$ cat src/rtl/tch_pkg.sv
// ----------------------------------------------------------------------------
// Tilt-compensated heading: package
// Word types, widths and the arctangent table shared by the heading block.
// ----------------------------------------------------------------------------
package tch_pkg;

	localparam int unsigned ANGLE_BITS_DEF    = 16;
	localparam int unsigned CORDIC_STAGES_DEF = 18;
	localparam int unsigned ATAN_LEN          = 28;
	localparam int unsigned AXIS_W            = 64;
	localparam int unsigned TURN_W            = 32;

	localparam logic [TURN_W-1:0] QUARTER_TURN = 32'h4000_0000;
	localparam logic [TURN_W-1:0] HALF_TURN    = 32'h8000_0000;

	// atan(2^-i) in units of 2^-32 turn
	localparam logic [TURN_W-1:0] ATAN_TURNS [ATAN_LEN] = '{
		32'h20000000, 32'h12E4051E, 32'h09FB385B, 32'h051111D4, 32'h028B0D43,
		32'h0145D7E1, 32'h00A2F61E, 32'h00517C55, 32'h0028BE53, 32'h00145F2F,
		32'h000A2F98, 32'h000517CC, 32'h00028BE6, 32'h000145F3, 32'h0000A2FA,
		32'h0000517D, 32'h000028BE, 32'h0000145F, 32'h00000A30, 32'h00000518,
		32'h0000028C, 32'h00000146, 32'h000000A3, 32'h00000051, 32'h00000029,
		32'h00000014, 32'h0000000A, 32'h00000005
	};

	typedef struct packed {
		logic signed [15:0] grav_x;
		logic signed [15:0] grav_y;
		logic signed [15:0] grav_z;
		logic signed [15:0] mag_x;
		logic signed [15:0] mag_y;
		logic signed [15:0] mag_z;
	} sample_t;

	typedef struct packed {
		logic        [15:0] heading;
		logic signed [15:0] inclination;
		logic        [15:0] dip_angle;
		logic               degenerate;
	} result_t;

endpackage

$ cat src/rtl/tch_isqrt.sv
// ----------------------------------------------------------------------------
// Tilt-compensated heading: pipelined integer square root
// Floor square root, one root bit resolved per register stage.
// ----------------------------------------------------------------------------
module tch_isqrt #(
	parameter int unsigned RAD_W = tch_pkg::AXIS_W
) (
	input  logic                 clk,
	input  logic                 en,
	input  logic [RAD_W-1:0]     rad,
	output logic [RAD_W/2-1:0]   root
);
	localparam int unsigned ROOT_W = RAD_W / 2;
	localparam int unsigned REM_W  = ROOT_W + 3;

	typedef struct packed {
		logic [REM_W-1:0]  rem;
		logic [ROOT_W-1:0] root;
	} step_t;

	logic [REM_W-1:0]  rem_q  [ROOT_W];
	logic [ROOT_W-1:0] root_q [ROOT_W];
	logic [RAD_W-1:0]  rad_q  [ROOT_W];
	step_t             step_d [ROOT_W];

	function automatic step_t sqrt_step(input logic [REM_W-1:0] rem_in,
			input logic [ROOT_W-1:0] root_in, input logic [1:0] pair);
		logic [REM_W-1:0] acc;
		logic [REM_W-1:0] trial;
		step_t            res;
		acc   = {rem_in[REM_W-3:0], pair};
		trial = REM_W'({root_in, 2'b01});
		if (acc >= trial) begin
			res.rem  = acc - trial;
			res.root = {root_in[ROOT_W-2:0], 1'b1};
		end else begin
			res.rem  = acc;
			res.root = {root_in[ROOT_W-2:0], 1'b0};
		end
		return res;
	endfunction

	always_comb begin
		step_d[0] = sqrt_step('0, '0, rad[RAD_W-1 -: 2]);
		for (int j = 1; j < ROOT_W; j++) begin
			step_d[j] = sqrt_step(rem_q[j-1], root_q[j-1],
				rad_q[j-1][2*(ROOT_W-1-j)+1 -: 2]);
		end
	end

	always_ff @(posedge clk) begin
		if (en) begin
			rad_q[0] <= rad;
			for (int j = 0; j < ROOT_W; j++) begin
				rem_q[j]  <= step_d[j].rem;
				root_q[j] <= step_d[j].root;
			end
			for (int j = 1; j < ROOT_W; j++) begin
				rad_q[j] <= rad_q[j-1];
			end
		end
	end

	assign root = root_q[ROOT_W-1];
endmodule

$ cat config.mk
export PLATFORM = sky130hd
export DESIGN_NAME = tch_isqrt
export DESIGN_NICKNAME = d
export VERILOG_FILES = /design/src/rtl/tch_pkg.sv /design/src/rtl/tch_isqrt.sv
export SDC_FILE = /design/constraint.sdc
export NUM_CORES = 2
export LEC_CHECK = 0
export BUFFER_PORTS_ARGS = -buffer_cell sky130_fd_sc_hd__buf_2
export CAP_MARGIN = 5
export CELL_PAD_IN_SITES_DETAIL_PLACEMENT = 1
export CELL_PAD_IN_SITES_GLOBAL_PLACEMENT = 2
export CORE_AREA = 3 3 491 493
export DETAILED_ROUTE_END_ITERATION = 10
export DIE_AREA = 0 0 494 496
export MAX_ROUTING_LAYER = met4
export PLACE_DENSITY = 0.86
export SYNTH_ARGS = -nofsm -noshare
export SYNTH_HDL_FRONTEND = slang
export SYNTH_MEMORY_MAX_BITS = 65536
export SYNTH_SLANG_ARGS = --single-unit
$ cat constraint.sdc
create_clock -name clk -period 5.52 [get_ports clk]
set_input_delay 0.276 -clock clk [delete_from_list [all_inputs] [get_ports clk]]
set_output_delay 0.276 -clock clk [all_outputs]
set_load 0.005 [all_outputs]
==> summary.txt <==
Status
  • Status: finished clean

Yosys
  • Seq/Total Area, Yosys: 0.6466
  • Number of synthesized flops with an enable pin: 2494
  • Mapped Area: 0.1158 mm^2
  • Netlist cell types: 89
  • Top FF cell, synth: edfxtp_1
  • Asr flop ratio synth: 0
  • Syn avg cell area: 12.97 um^2
  • Synthesized instance count: 8933
  • Flops & latches, synth: 2494
  • Syn_nets: 9560
  • Synth warn: 0

Global route
  • Grt total ovfl: 0
  • Vias in the first global route: 74.66k
  • Largest net degree at the start of global routing: 175
  • First-pass GRT wire length: 426200 um
  • Initial antenna violation count: 2
  • GRT Total Usage: 0.2266

Cells and area
  • Most frequent cells in the layout: 2494 x edfxtp_1, 707 x inv_1, 702 x nand2_1
  • Fin cells: 12.65k
  • Fillers: 23.64k
  • Final core utilization: 0.5478
  • Layout cells sized above 1: 0.07649
  • Final net count: 9901
  • Area Growth Syn to Fin: 12.28%
  • Commonest non-fill, non-tap cell in the layout: edfxtp_1

Clock network
  • Clock root cell: clkbuf_16
  • Clk slew on worst S/H paths: 60 ps
  • # H-tree levels: 5
  • CTS tree: done
  • CTS Sinks: 2494
  • TritonCTS buffer count: 288
  • Clk Latency, worst-skew pair: 920 ps
  • Max Root-Sink Buffers: 4

Drt
  • Vias per inst: 5.584
  • Initial drt markers: 4290
  • Routed WL per cell: 21.56 um
  • Met3 WL: 7121 um
  • DR pass1 iterations: 6
  • Top routing layer used: met4
  • Routed vias: 70.63k
  • Antenna Nets Post-Route: 0
  • WL met1: 115100 um
  • Routed Wire Length: 272700 um
  • Met2 wire len: 141100 um
  • DRC: 0

STA
  • Final period util: 0.8023
  • FMAX: 0.2258 GHz
  • Fin. Hold Viols: 0
  • Final Max Tran Viols: 0
  • TNS Setup: 0 ps
  • RSZ-0062 raised after global routing: false
  • Final setup fails: 0
  • Worst Tran Pin Value: 1167 ps
  • Worst clock skew: 70.93 ps
  • Normalized max-slew margin: 0.2199
  • Min Tclk post-route: 4429 ps

Place
  • Port bufs: 97
  • DPL Wire Length: 195600 um
  • Placed cells: 12.07k
  • Routability cong.: 0.8983

Setup path
  • CP dominant cell by count: or3_1
  • Setup crit end kind: flop
  • Critical Path AT: 5060 ps
  • Data required time of the worst path: 6150 ps
  • R2r setup slk: 1090 ps
  • Worst Reg-to-Reg Cells: 10
  • CP Cell Sequence: or3_1 > or3_1 > or4_1 > or3_1 > and3_1 > and2_0 > inv_1 > nand2_1 > nor4_1 > xor2_1
  • R2r startpoint: rem_q[0][220]$_DFFE_PP_
  • Max stage delay on crit path: 580 ps
  • R2R Path End: rem_q[0][266]$_DFFE_PP_
  • Slowest-stage cell, CP: or4_1
  • Worst-path maximum fanout: 16
  • Kind of critical path: flop to flop
  • Worst setup SP type: flop

Floorplan
  • # IOs: 98
  • Total Die Area: 0.2450 mm^2
  • Core footprint: 0.2374 mm^2
  • # rows: 179
  • Initial Util: 0.4879
  • Die height: 496 um
  • Die X: 494 um

Worst hold path
  • Hold_sp: rad[31]
  • Sink of the worst hold path: rad_q[0][31]$_DFFE_PP_
  • Hold path cells: 2
  • Hold/Removal Path Class: primary input to flop

Power and ir drop
  • Total power divided by cell area: 426.3 mW/mm^2
  • Max rail drop VDD: 0.0003979 V
  • P_leak: 0.04945 uW

Flow run
  • Max-cap viol count: 0
[logic make-up after synthesis]
family / count (synthesis) / synth area share
DFF: 2494 / 0.6466
and+or+nand+nor: 2304 / 0.09786
AOI/OAI and AO/OA: 1779 / 0.09512
buffers and inverters: 902 / 0.03038
xor gates and xnor gates: 798 / 0.06035
adders and majority gates: 561 / 0.06061
muxes: 94 / 0.009021
other: 1 / 0.00003238
[area by class of cell]
type | instances | area (um^2) | share of cell area
antenna | 3 | 7.507 | 0.00005773
inverter | 710 | 2665 | 0.02049
timing repair buffer | 243 | 1982 | 0.01524
sequential | 2494 | 74890 | 0.5759
clock inverter | 154 | 1514 | 0.01164
multi-input combinational | 5537 | 37490 | 0.2883
clock buffer | 340 | 7530 | 0.05790
tap | 3167 | 3963 | 0.03047
[worst max-delay path, delay by kind of cell (launching register included)]
kind / cells / cell delay, ps
buffers and inverters: 1 / 500
AND/OR/NAND/NOR: 8 / 3030
flip-flops: 1 / 500
XOR/XNOR: 1 / 120
[routing by layer]
layer,up-vias,global-route usage
li1,33629,-
met3,527,0.02407
met5,-,-
met2,1054,0.3989
met4,0,0.07323
met1,35417,0.2734
[sequential cells by signal, indices dropped and copies added, names as in the netlist]
name    count
rad_q     992
rem_q     974
root_q    528
[repair_timing]
item	in CTS	in global routing
hold buffers	77	0
buffers inserted	0	0
endpoints found under the hold margin	78	0
gates resized for setup	0	0
endpoints found under the setup margin	0	0
[stage by stage]
| stage | worst slack [ps] | instance area, um^2 | power [uW] | hold WS [ps] |
|---|---|---|---|---|
| 6_report | 1091 | 130000 | 55440 | 74.21 |
| 4_1_cts | 1024 | 130000 | 56000 | 4.521 |
| 3_5_place_dp | 1092 | 120200 | 37270 | 405.1 |
| 5_1_grt | 761.0 | 130000 | 58220 | 21.13 |
| 3_3_place_gp | 1309 | 120200 | 36880 | 400.4 |
| 2_1_floorplan | 1747 | 115800 | 33200 | 374.9 |
[cells in the mapped netlist, types with 25 or more instances]
cell type  count  area share
o21a_1       119      0.0077
a21o_1       224       0.015
ha_1         561       0.061
nand3_1      130      0.0056
nor3_1       212      0.0092
o21bai_1      48      0.0031
and2_1        36      0.0019
and3_1        54      0.0029
nor2_1       485       0.016
nand2b_1     101      0.0055
a21oi_1      448       0.019
or4_1         58      0.0038
clkbuf_1     142      0.0046
o21ai_0      557       0.024
nand2_1      702       0.023
mux2_2        83      0.0081
o31ai_1       63      0.0041
nand4_1       87      0.0047
xor2_1       402       0.030
buf_4         32      0.0021
xnor2_1      396       0.030
nor2b_1       86      0.0046
a31oi_1       51      0.0028
a21boi_0      29      0.0019
nand3b_1      25      0.0016
or3_1         94      0.0051
or2_2         42      0.0023
o211ai_1      35      0.0023
edfxtp_1    2494        0.65
inv_1        707       0.023
a211oi_1      46      0.0030
nor4_1       117      0.0063
[how the worst max path moves through the flow]
stage / endpoint / depth (start not counted) / from
2_1_floorplan: rem_q[0][201]$_DFFE_PP_ / 11 / rem_q[0][145]$_DFFE_PP_
3_3_place_gp: rem_q[0][266]$_DFFE_PP_ / 10 / rem_q[0][220]$_DFFE_PP_
3_5_place_dp: rem_q[0][481]$_DFFE_PP_ / 12 / root_q[0][384]$_DFFE_PP_
4_1_cts: rem_q[0][481]$_DFFE_PP_ / 12 / root_q[0][384]$_DFFE_PP_
5_1_grt: rem_q[1][107]$_DFFE_PP_ / 12 / root_q[1][64]$_DFFE_PP_
6_report: rem_q[0][266]$_DFFE_PP_ / 10 / rem_q[0][220]$_DFFE_PP_
[where the power goes]
part | switching [uW] | internal (uW) | total, uW
logic | 6690 | 4620 | 11300
registers | 1750 | 24000 | 25700
clock network | 7410 | 11000 | 18400
Power figures use the tool's default switching activity.
